File: config.mk
export PLATFORM = sky130hd
export DESIGN_NAME = uart_tx_rx_ring_fifo_unit
export DESIGN_NICKNAME = d
export VERILOG_FILES = /design/src/rtl/urf_pkg.sv /design/src/rtl/uart_tx_rx_ring_fifo_unit.sv
export SDC_FILE = /design/constraint.sdc
export NUM_CORES = 2
export LEC_CHECK = 0
export ABC_CLOCK_PERIOD_IN_PS = 5100
export BUFFER_PORTS_ARGS = -buffer_cell sky130_fd_sc_hd__buf_4
export CAP_MARGIN = 20
export CORE_MARGIN = 10
export CORE_UTILIZATION = 63
export CTS_CLUSTER_DIAMETER = 50
export DETAILED_ROUTE_END_ITERATION = 16
export HOLD_SLACK_MARGIN = 0.02
export PLACE_DENSITY = 0.81
export RECOVER_POWER = 50
export REMOVE_ABC_BUFFERS = 1
export SLEW_MARGIN = 20
export SYNTH_ARGS = -nofsm -noshare
export SYNTH_HDL_FRONTEND = slang
export SYNTH_SLANG_ARGS = --single-unit
File: constraint.sdc
create_clock -name clk -period 5.1 [get_ports clk]
set_input_delay 0.765 -clock clk [delete_from_list [all_inputs] [get_ports clk]]
set_output_delay 0.765 -clock clk [all_outputs]
set_load 0.02 [all_outputs]
File: src/rtl/urf_pkg.sv
package urf_pkg;

	// level outputs are always nine bits wide
	localparam int unsigned LEVEL_W = 9;
	localparam int unsigned BYTE_W  = 8;

	typedef enum logic [2:0] {
		REQ_HOST_WR = 3'd0,
		REQ_HOST_RD = 3'd1,
		REQ_LINE_RX = 3'd2,
		REQ_TX_EMPTY = 3'd3,
		REQ_TX_DONE = 3'd4,
		REQ_CLR_TX = 3'd5,
		REQ_CLR_RX = 3'd6
	} req_t;

	// per-item result flags carried from decode to the output register
	typedef struct packed {
		logic push_ok;
		logic host_valid;
		logic line_valid;
		logic send_done;
		logic rx_new;
	} res_flags_t;

endpackage

File: src/rtl/uart_tx_rx_ring_fifo_unit.sv
// Dual ring-buffer FIFO for a UART: a transmit ring filled by host writes and
// drained by transmit-empty / transmit-complete events, and a receive ring filled
// by line receives and drained by host reads. Each item returns exactly one
// result. The accepting edge does the decode and the synchronous memory read
// into stage 1, and the output register is loaded from stage 1 when it is
// empty or being taken, so an output stall can hold the result in stage 1.
// The block sustains one item per cycle while in_stall is low; each ring
// memory sees at most one access per item. A full transmit ring rejects a
// host write (push_ok low) and arms the transmit-empty interrupt so draining
// resumes. A receive on a full ring overwrites the oldest slot and the level
// stays at the ring depth. Ring contents are not cleared at reset; only
// indices, counts, interrupt flags and valid bits are.
module uart_tx_rx_ring_fifo_unit #(
	parameter int unsigned TX_DEPTH = 256,
	parameter int unsigned RX_DEPTH = 256
) (
	input  logic                          clk,
	input  logic                          arst_n,
	// item input
	input  logic                          in_valid,
	output logic                          in_stall,
	input  logic [2:0]                    req_type,
	input  logic [urf_pkg::BYTE_W-1:0]    data_in,
	input  logic                          burst_last,
	// result output
	output logic                          out_valid,
	input  logic                          out_stall,
	output logic                          push_ok,
	output logic [urf_pkg::BYTE_W-1:0]    host_byte,
	output logic                          host_byte_valid,
	output logic [urf_pkg::BYTE_W-1:0]    line_byte,
	output logic                          line_byte_valid,
	output logic                          send_done,
	output logic                          rx_new,
	output logic [urf_pkg::LEVEL_W-1:0]   tx_level,
	output logic [urf_pkg::LEVEL_W-1:0]   rx_level
);
	import urf_pkg::*;

	localparam int unsigned TX_AW = (TX_DEPTH > 1) ? $clog2(TX_DEPTH) : 1;
	localparam int unsigned RX_AW = (RX_DEPTH > 1) ? $clog2(RX_DEPTH) : 1;
	localparam int unsigned TX_CW = $clog2(TX_DEPTH + 1);
	localparam int unsigned RX_CW = $clog2(RX_DEPTH + 1);
	localparam logic [TX_AW-1:0] TX_LAST = TX_AW'(TX_DEPTH - 1);
	localparam logic [RX_AW-1:0] RX_LAST = RX_AW'(RX_DEPTH - 1);
	localparam logic [TX_CW-1:0] TX_FULL = TX_CW'(TX_DEPTH);
	localparam logic [RX_CW-1:0] RX_FULL = RX_CW'(RX_DEPTH);

	// ring memories
	logic [BYTE_W-1:0] tx_mem [TX_DEPTH];
	logic [BYTE_W-1:0] rx_mem [RX_DEPTH];

	// ring control state
	logic [TX_AW-1:0] tx_wr_idx_q, tx_rd_idx_q, tx_wr_idx_d, tx_rd_idx_d;
	logic [TX_CW-1:0] tx_cnt_q, tx_cnt_d;
	logic [RX_AW-1:0] rx_wr_idx_q, rx_rd_idx_q, rx_wr_idx_d, rx_rd_idx_d;
	logic [RX_CW-1:0] rx_cnt_q, rx_cnt_d;
	logic             txe_irq_on_q, txe_irq_on_d;
	logic             tc_irq_on_q, tc_irq_on_d;

	// memory strobes for the accepted item
	logic tx_we, tx_re, rx_we, rx_re;

	// decode / memory read stage
	logic                 valid_s1;
	res_flags_t           flags_s1;
	res_flags_t           flags_d;
	logic [LEVEL_W-1:0]   tx_level_s1, rx_level_s1;
	logic [BYTE_W-1:0]    tx_rdata_s1, rx_rdata_s1;

	// output register
	logic out_valid_q;
	logic in_acc, s1_move;

	// stage 1 can move when the output register is empty or being taken
	assign s1_move  = valid_s1 && (!out_valid_q || !out_stall);
	assign in_stall = valid_s1 && out_valid_q && out_stall;
	assign in_acc   = in_valid && !in_stall;

	// request decode against the current ring state
	always_comb begin
		tx_wr_idx_d  = tx_wr_idx_q;
		tx_rd_idx_d  = tx_rd_idx_q;
		tx_cnt_d     = tx_cnt_q;
		rx_wr_idx_d  = rx_wr_idx_q;
		rx_rd_idx_d  = rx_rd_idx_q;
		rx_cnt_d     = rx_cnt_q;
		txe_irq_on_d = txe_irq_on_q;
		tc_irq_on_d  = tc_irq_on_q;
		flags_d      = '0;
		tx_we        = 1'b0;
		tx_re        = 1'b0;
		rx_we        = 1'b0;
		rx_re        = 1'b0;
		case (req_t'(req_type))
			REQ_HOST_WR: begin
				if (tx_cnt_q < TX_FULL) begin
					tx_we            = 1'b1;
					tx_wr_idx_d      = (tx_wr_idx_q == TX_LAST) ? '0 : tx_wr_idx_q + 1'b1;
					tx_cnt_d         = tx_cnt_q + 1'b1;
					flags_d.push_ok  = 1'b1;
					if (burst_last) begin
						txe_irq_on_d = 1'b1;
					end
				end else begin
					// rejected write still arms draining
					txe_irq_on_d = 1'b1;
				end
			end
			REQ_HOST_RD: begin
				if (rx_cnt_q != '0) begin
					rx_re              = 1'b1;
					flags_d.host_valid = 1'b1;
					rx_rd_idx_d        = (rx_rd_idx_q == RX_LAST) ? '0 : rx_rd_idx_q + 1'b1;
					rx_cnt_d           = rx_cnt_q - 1'b1;
				end
			end
			REQ_LINE_RX: begin
				// overwrite on overflow, count saturates at depth
				rx_we          = 1'b1;
				rx_wr_idx_d    = (rx_wr_idx_q == RX_LAST) ? '0 : rx_wr_idx_q + 1'b1;
				flags_d.rx_new = 1'b1;
				if (rx_cnt_q < RX_FULL) begin
					rx_cnt_d = rx_cnt_q + 1'b1;
				end
			end
			REQ_TX_EMPTY: begin
				if (txe_irq_on_q) begin
					if (tx_cnt_q == '0) begin
						txe_irq_on_d = 1'b0;
						tc_irq_on_d  = 1'b1;
					end else begin
						tx_re              = 1'b1;
						flags_d.line_valid = 1'b1;
						tx_rd_idx_d        = (tx_rd_idx_q == TX_LAST) ? '0 : tx_rd_idx_q + 1'b1;
						tx_cnt_d           = tx_cnt_q - 1'b1;
					end
				end
			end
			REQ_TX_DONE: begin
				if (tc_irq_on_q) begin
					if (tx_cnt_q == '0) begin
						tc_irq_on_d       = 1'b0;
						flags_d.send_done = 1'b1;
					end else begin
						tx_re              = 1'b1;
						flags_d.line_valid = 1'b1;
						tx_rd_idx_d        = (tx_rd_idx_q == TX_LAST) ? '0 : tx_rd_idx_q + 1'b1;
						tx_cnt_d           = tx_cnt_q - 1'b1;
					end
				end
			end
			REQ_CLR_TX: begin
				tx_wr_idx_d = '0;
				tx_rd_idx_d = '0;
				tx_cnt_d    = '0;
			end
			REQ_CLR_RX: begin
				rx_wr_idx_d = '0;
				rx_rd_idx_d = '0;
				rx_cnt_d    = '0;
			end
			default: begin
				// unused code leaves the state alone
			end
		endcase
	end

	// ring control registers, updated at accept
	always_ff @(posedge clk or negedge arst_n) begin
		if (!arst_n) begin
			tx_wr_idx_q  <= '0;
			tx_rd_idx_q  <= '0;
			tx_cnt_q     <= '0;
			rx_wr_idx_q  <= '0;
			rx_rd_idx_q  <= '0;
			rx_cnt_q     <= '0;
			txe_irq_on_q <= 1'b0;
			tc_irq_on_q  <= 1'b0;
		end else if (in_acc) begin
			tx_wr_idx_q  <= tx_wr_idx_d;
			tx_rd_idx_q  <= tx_rd_idx_d;
			tx_cnt_q     <= tx_cnt_d;
			rx_wr_idx_q  <= rx_wr_idx_d;
			rx_rd_idx_q  <= rx_rd_idx_d;
			rx_cnt_q     <= rx_cnt_d;
			txe_irq_on_q <= txe_irq_on_d;
			tc_irq_on_q  <= tc_irq_on_d;
		end
	end

	// tx ring memory: one access per item, read data held until the next read.
	// an item touches at most one slot of one ring, and a later read sees the array
	// after the earlier write edge, so no forwarding is needed
	always_ff @(posedge clk) begin
		if (in_acc && tx_we) begin
			tx_mem[tx_wr_idx_q] <= data_in;
		end
		if (in_acc && tx_re) begin
			tx_rdata_s1 <= tx_mem[tx_rd_idx_q];
		end
	end

	// rx ring memory
	always_ff @(posedge clk) begin
		if (in_acc && rx_we) begin
			rx_mem[rx_wr_idx_q] <= data_in;
		end
		if (in_acc && rx_re) begin
			rx_rdata_s1 <= rx_mem[rx_rd_idx_q];
		end
	end

	// stage 1 valid and output valid
	always_ff @(posedge clk or negedge arst_n) begin
		if (!arst_n) begin
			valid_s1    <= 1'b0;
			out_valid_q <= 1'b0;
		end else begin
			if (in_acc) begin
				valid_s1 <= 1'b1;
			end else if (s1_move) begin
				valid_s1 <= 1'b0;
			end
			if (s1_move) begin
				out_valid_q <= 1'b1;
			end else if (!out_stall) begin
				out_valid_q <= 1'b0;
			end
		end
	end

	// stage 1 payload
	always_ff @(posedge clk) begin
		if (in_acc) begin
			flags_s1    <= flags_d;
			tx_level_s1 <= LEVEL_W'(tx_cnt_d);
			rx_level_s1 <= LEVEL_W'(rx_cnt_d);
		end
	end

	// output payload, bytes forced to zero when not valid
	always_ff @(posedge clk) begin
		if (s1_move) begin
			push_ok         <= flags_s1.push_ok;
			host_byte_valid <= flags_s1.host_valid;
			host_byte       <= flags_s1.host_valid ? rx_rdata_s1 : '0;
			line_byte_valid <= flags_s1.line_valid;
			line_byte       <= flags_s1.line_valid ? tx_rdata_s1 : '0;
			send_done       <= flags_s1.send_done;
			rx_new          <= flags_s1.rx_new;
			tx_level        <= tx_level_s1;
			rx_level        <= rx_level_s1;
		end
	end

	assign out_valid = out_valid_q;

	// an empty ring always has its indices together
	a_tx_empty_idx: assert property (@(posedge clk) disable iff (!arst_n)
		(tx_cnt_q == '0) |-> (tx_wr_idx_q == tx_rd_idx_q))
		else $error("tx ring empty with indices apart");

	// the receive count never passes the ring depth, even on overrun
	a_rx_bound: assert property (@(posedge clk) disable iff (!arst_n)
		rx_cnt_q <= RX_FULL)
		else $error("rx count beyond depth");

	// a result carries at most one kind of activity
	a_one_kind: assert property (@(posedge clk) disable iff (!arst_n)
		out_valid_q |-> $countones({push_ok, host_byte_valid, line_byte_valid,
			send_done, rx_new}) <= 1)
		else $error("result carries more than one kind");

	// the transmit count never passes the ring depth
	a_tx_bound: assert property (@(posedge clk) disable iff (!arst_n)
		tx_cnt_q <= TX_FULL)
		else $error("tx count beyond depth");

endmodule
# Word level (Yosys, flattened, before mapping)
# Memory sizes are Yosys's and may differ from the RTL's. A register that Yosys moved wholly into a read port is not among the register bits.
# Cells that the tools add are included.
dict set report totals {
  ff_bits 116
  ramBits 4096
  output_inout_bits 41
  wordCells 131
  n_memories 2
}
dict set report classes {
  add_sub_neg 8
  magnitude_cmp 2
  n_eq_ne 17
  muxes 47
  n_reduce_logical 29
}
# name depth word_bits read_ports rd_clocked_by_memory_dff wr line_no
set mem_list {}
lappend mem_list {rx_mem 256 8 1 1 1 uart_tx_rx_ring_fifo_unit.sv:51} ;# logic [BYTE_W-1:0] rx_mem [RX_DEPTH];
lappend mem_list {tx_mem 256 8 1 1 1 uart_tx_rx_ring_fifo_unit.sv:50} ;# logic [BYTE_W-1:0] tx_mem [TX_DEPTH];
# operator count
set op_table {}
lappend op_table {{2-to-1 mux 8 bit} 9}
lappend op_table {{2-to-1 mux 9 bit} 6}
lappend op_table {{case mux 8 bit (2 select lines)} 3}
lappend op_table {{case mux 9 bit (4 select lines)} 1}
lappend op_table {{adder 8 x 1 -> 8 bit (second input constant)} 4}
lappend op_table {{== test 8 bit (second input constant)} 4}
lappend op_table {{case mux 9 bit (3 select lines)} 1}
lappend op_table {{case mux 8 bit (3 select lines)} 1}
lappend op_table {{2-to-1 mux 1 bit} 21}
lappend op_table {{adder 9 x 1 -> 9 bit (second input constant)} 2}
lappend op_table {{less-than comparator 9 bit (second input constant)} 2}
lappend op_table {{subtractor 9 x 1 -> 9 bit (second input constant)} 2}
lappend op_table {{nonzero test 2 bit} 6}
lappend op_table {{inequality test 2 bit (second input constant)} 5}
lappend op_table {{== test 3 bit (second input constant)} 3}
lappend op_table {{logical NOT 9 bit} 1}
lappend op_table {{AND reduction 3 bit} 3}
lappend op_table {{nonzero test 9 bit} 1}
lappend op_table {{logical AND 1 bit} 8}
lappend op_table {{case mux 1 bit (2 select lines)} 4}
lappend op_table {{AND reduction 4 bit} 2}
lappend op_table {{== test 3 x 2 -> 1 bit (second input constant)} 2}
lappend op_table {{AND reduction 2 bit} 2}
lappend op_table {{== test 3 x 1 -> 1 bit (second input constant)} 1}
lappend op_table {{other kinds (7)} 9}

# Longest topological paths before layout
dict set report depth {
  word_depth 7
  ltp_mapped 13
  depth_no_buf 8
}

# Worst setup path before layout
# Ideal clock, no wire load.
dict set report synth_timing {
  kind {in2reg}
  from {input port out_stall}
  to {register host_byte[0] in the netlist's numbering, enable pin}
  arrival_ns 3.643
  required_time_ns 4.605
  slack_ns 0.962
  stages 1
  n_path_buf 0
  path_cell_list {a21boi_0}
}
dict set report synth_between {
  elab_chain_cells 3
}
# element line_no
set synth_rtl {}
lappend synth_rtl {{from (decl)} uart_tx_rx_ring_fifo_unit.sv:27} ;# input logic out_stall,
lappend synth_rtl {{logical NOT 1 bit} -}
lappend synth_rtl {{logical OR 1 bit} uart_tx_rx_ring_fifo_unit.sv:76} ;# assign s1_move = valid_s1 && (!out_valid_q || !out_stall);
lappend synth_rtl {{logical AND 1 bit} uart_tx_rx_ring_fifo_unit.sv:76}
lappend synth_rtl {{to (signal assigned)} uart_tx_rx_ring_fifo_unit.sv:247} ;# host_byte <= flags_s1.host_valid ? rx_rdata_s1 : '0;
lappend synth_rtl {{to (decl)} uart_tx_rx_ring_fifo_unit.sv:29} ;# output logic [urf_pkg::BYTE_W-1:0] host_byte,
# Every way passes these cells.
# A chain may end at the register's enable or synchronous reset.

# Worst setup path in the final report
dict set report layout_timing {
  from {input port data_in[7] in the netlist's numbering}
  to {memory rx_mem[127][7] (data pin)}
}
# element line_no
set layout_rtl {}
lappend layout_rtl {{from (decl)} uart_tx_rx_ring_fifo_unit.sv:23} ;# input logic [urf_pkg::BYTE_W-1:0] data_in,
lappend layout_rtl {{to (decl)} uart_tx_rx_ring_fifo_unit.sv:51}
# Straight into the memory's write port.

==> flow_summary.json <==
{
  "status": "finished with violations",
  "violations": "capacitance limit, slew limit",
  "p_total_mw": 91.62,
  "r2r_slack_ns": 0.30,
  "hold_start": "out_stall",
  "r2r-end": "tx_rdata_s1[6]",
  "drt_wl_total_um": 478000,
  "pin_count": 57,
  "clockBufferDepth": 4,
  "grt_pass1_wl_um": 679700,
  "cts_setup_buffers": 0,
  "maxCapViolCount": 18,
  "holdPathStages": 2,
  "cp_data_required_time_ns": 5.67,
  "yosys-top-cells-count": "edfxtp_1, mux4_2, nor2_1, mux2i_1, clkbuf_1",
  "slew_violations": 1477,
  "synth_edf_count": 4174,
  "hold_class": "in2reg",
  "crit_slowest_cell": "dlymetal6s4s_1",
  "reg2regPathDepth": 8,
  "cts_htree_levels": 5,
  "syn_to_final_growth_pct": 11.43,
  "critPathCaptureType": "flip-flop",
  "synth_top_family_by_area": "multiplexers",
  "ys_types": 88,
  "overflow": 0,
  "grt_pass1_vias": 90964,
  "cp.buffers_inverters": 2,
  "fill_cells": 14186,
  "max-vdd-ir-drop_v": 0.0005727,
  "ys_seq_area_frac": 0.7673,
  "synth_top_cell_by_area": "edfxtp_1",
  "slowest_delay_ns": 3.21,
  "synth.area.top_cells": "edfxtp_1, mux4_2, mux2i_1, nor2_1, a22oi_1",
  "clock-root-buffer": "clkbuf_16",
  "rows": 187,
  "fp.dieH_um": 531.9,
  "initial_utilization": 0.6346,
  "synth_xor_xnor_area_share": 0.0005835,
  "numPortBuffers": 56,
  "die_area_mm2": 0.2830,
  "finalNetCount": 8456,
  "post-synth-top-count-cell": "edfxtp_1",
  "wl_per_cell_um": 38.96,
  "grt_max_degree": 161,
  "synthAdderAreaFrac": 0.001061,
  "clk_pin_slew_ns": 0.06,
  "clk_latency_ns": 0.98,
  "ys_ff_latch": 4228,
  "startpoint_type": "primary input",
  "holdPathEnd": "out_valid",
  "power_density_mw_per_mm2": 498.0,
  "finalNonFillerCells": 12267,
  "layout_min_cycle_time_ns": 4.890,
  "regArea_mm2": 0.1267,
  "core_mm2": 0.2602,
  "dp_hpwl_um": 273800,
  "vias": 91747,
  "cts_sinks": 4228,
  "worstMarginPinSlew_ns": 4.697,
  "finalClockSkew_ns": 0.07730,
  "antenna_left": 0,
  "antenna_found_initial": 21,
  "finalCritPeriodShare": 0.9588,
  "p_leak_nw": 57.23,
  "path_cells": "dlymetal6s4s_1, clkbuf_2",
  "drc": 0,
  "setup_viol": 0,
  "reg2reg_from": "tx_rd_idx_q[1]",
  "synthFlopType": "edfxtp_1",
  "cp_max_fo": 101,
  "avgViaCountPerCell": 7.479,
  "yosysTopAreaCellShare": 0.7591,
  "gp_congestion": 0.9627,
  "finalHoldViolCount": 0,
  "cts_tree": "done",
  "synth_cells": 8093,
  "place_inst": 11519,
  "ys_async_sr_fraction": 0.01277,
  "gr-usage-all-layers": 0.3314,
  "layout-drive-gt1-share": 0.2254,
  "avgSynthCellArea_um2": 20.40,
  "ys.warnings.count": 0,
  "synth_area_mm2": 0.1651,
  "critPathKind": "in2reg",
  "numCtsBuffers": 398,
  "drtIter0Drc": 16818,
  "synth_mux_area_frac": 0.1473,
  "synth_compound_area_frac": 0.03640,
  "max_freq_ghz": 0.2045,
  "rsz0062_at_grt": "no",
  "cp.arrival_ns": 5.46,
  "yosys.area_share.simple": 0.03102,
  "multiInputGateArea_mm2": 0.03583,
  "cp_top_family": "buffers and inverters",
  "first_pass_iters": 10,
  "dieWidth_um": 531.9,
  "slew-limit-headroom": -2.131
}
## final cells by class
type	count	share of cell area
clock buffer	489	0.05787
tap	3496	0.02377
timing repair buffer	422	0.02085
antenna	21	0.0002856
sequential	4228	0.6888
clock inverter	235	0.01290
inverter	37	0.0007821
multi-input combinational	3339	0.1948
## cells in the final DEF (no fill, tap or decap), types with 16 or more instances in the layout
cell type	count
clkbuf_1	78
clkbuf_16	410
clkinv_1	88
mux2i_1	383
edfxtp_1	4174
a22oi_1	190
nand3_1	74
nand4_1	25
a211oi_1	47
inv_1	30
clkinvlp_4	25
a221oi_1	81
a21oi_1	136
bufinv_16	42
mux2_2	40
clkinv_2	54
nand2_1	228
buf_4	338
and2_0	16
nor3_1	33
a22o_1	33
o211ai_1	16
o21ai_0	102
nor2_1	611
diode_2	21
dfrtp_1	42
and2_1	17
nand2b_1	21
mux4_2	890
nor2b_1	22
o221ai_1	34
o22ai_1	52
a31oi_1	18
buf_12	55
## stage by stage
stage	instance area, um2	TNS [ns]	utilization	hold WS, ns	setup slack, ns
after global placement	171000	0	0.6572	0.4047	0.2657
final	184000	0	0.7072	0.08930	0.2100
after CTS	184100	0	0.7074	0.08549	0.5570
after global routing	183900	0	0.7070	0.08622	0.2563
after detailed placement	171000	0	0.6573	0.4045	0.5755
after floorplan	162600	-497.27	-	0.4003	-17.92
## report_power, final
group,internal (mW),switching [mW],leakage [nW],total [mW]
Sequential,38.5,0.872,38.2,39.3
Clock,17.0,13.1,6.30,30.1
Combinational,9.07,13.1,12.7,22.2
Total,64.5,27.1,57.2,91.6
## logic make-up after synthesis
logic type,count (synthesis)
flops,4228
fa+ha+maj,14
simple gates,1156
buf+inv,526
xor+xnor,11
mux,1313
compound gates,845
## per-layer routing
layer | wire (um) | up-vias | GRT usage
li1 | - | 34254 | -
met1 | 147900 | 46230 | 0.4157
met2 | 222800 | 9127 | 0.5106
met3 | 66060 | 2112 | 0.09443
met4 | 41070 | 24 | 0.2180
met5 | 161 | - | 0
## state kept, by name, summed over array words and instances (netlist names), 9 cells and up
| register | flops |
|---|---|
| rx_mem | 2048 |
| tx_cnt_q | 9 |
| rx_level | 9 |
| rx_cnt_q | 9 |
| rx_level_s1 | 9 |
| tx_mem | 2048 |
| tx_level_s1 | 9 |
| tx_level | 9 |
## timing repair
| action | 4_1_cts | 5_1_grt |
|---|---|---|
| gates resized for setup | 0 | 0 |
| hold endpoints to repair | 54 | 0 |
| endpoints found under the setup margin | 0 | 0 |
| hold buffers | 1 | 0 |
## how the worst max path moves through the flow
stage                         startpoint              to  slack (ns)  depth (start not counted)
after CTS                 tx_rd_idx_q[0]  tx_rdata_s1[6]        0.56                          9
after global placement       req_type[2]  tx_mem[225][6]        0.27                          6
after detailed placement     req_type[2]  tx_mem[224][3]        0.58                          6
after floorplan           rx_rd_idx_q[0]  rx_rdata_s1[0]      -17.92                          6
after global routing          data_in[7]  rx_mem[127][7]        0.26                          2
final                         data_in[7]  rx_mem[127][7]        0.21                          2
Note: power is estimated with default switching activity, not from simulation.
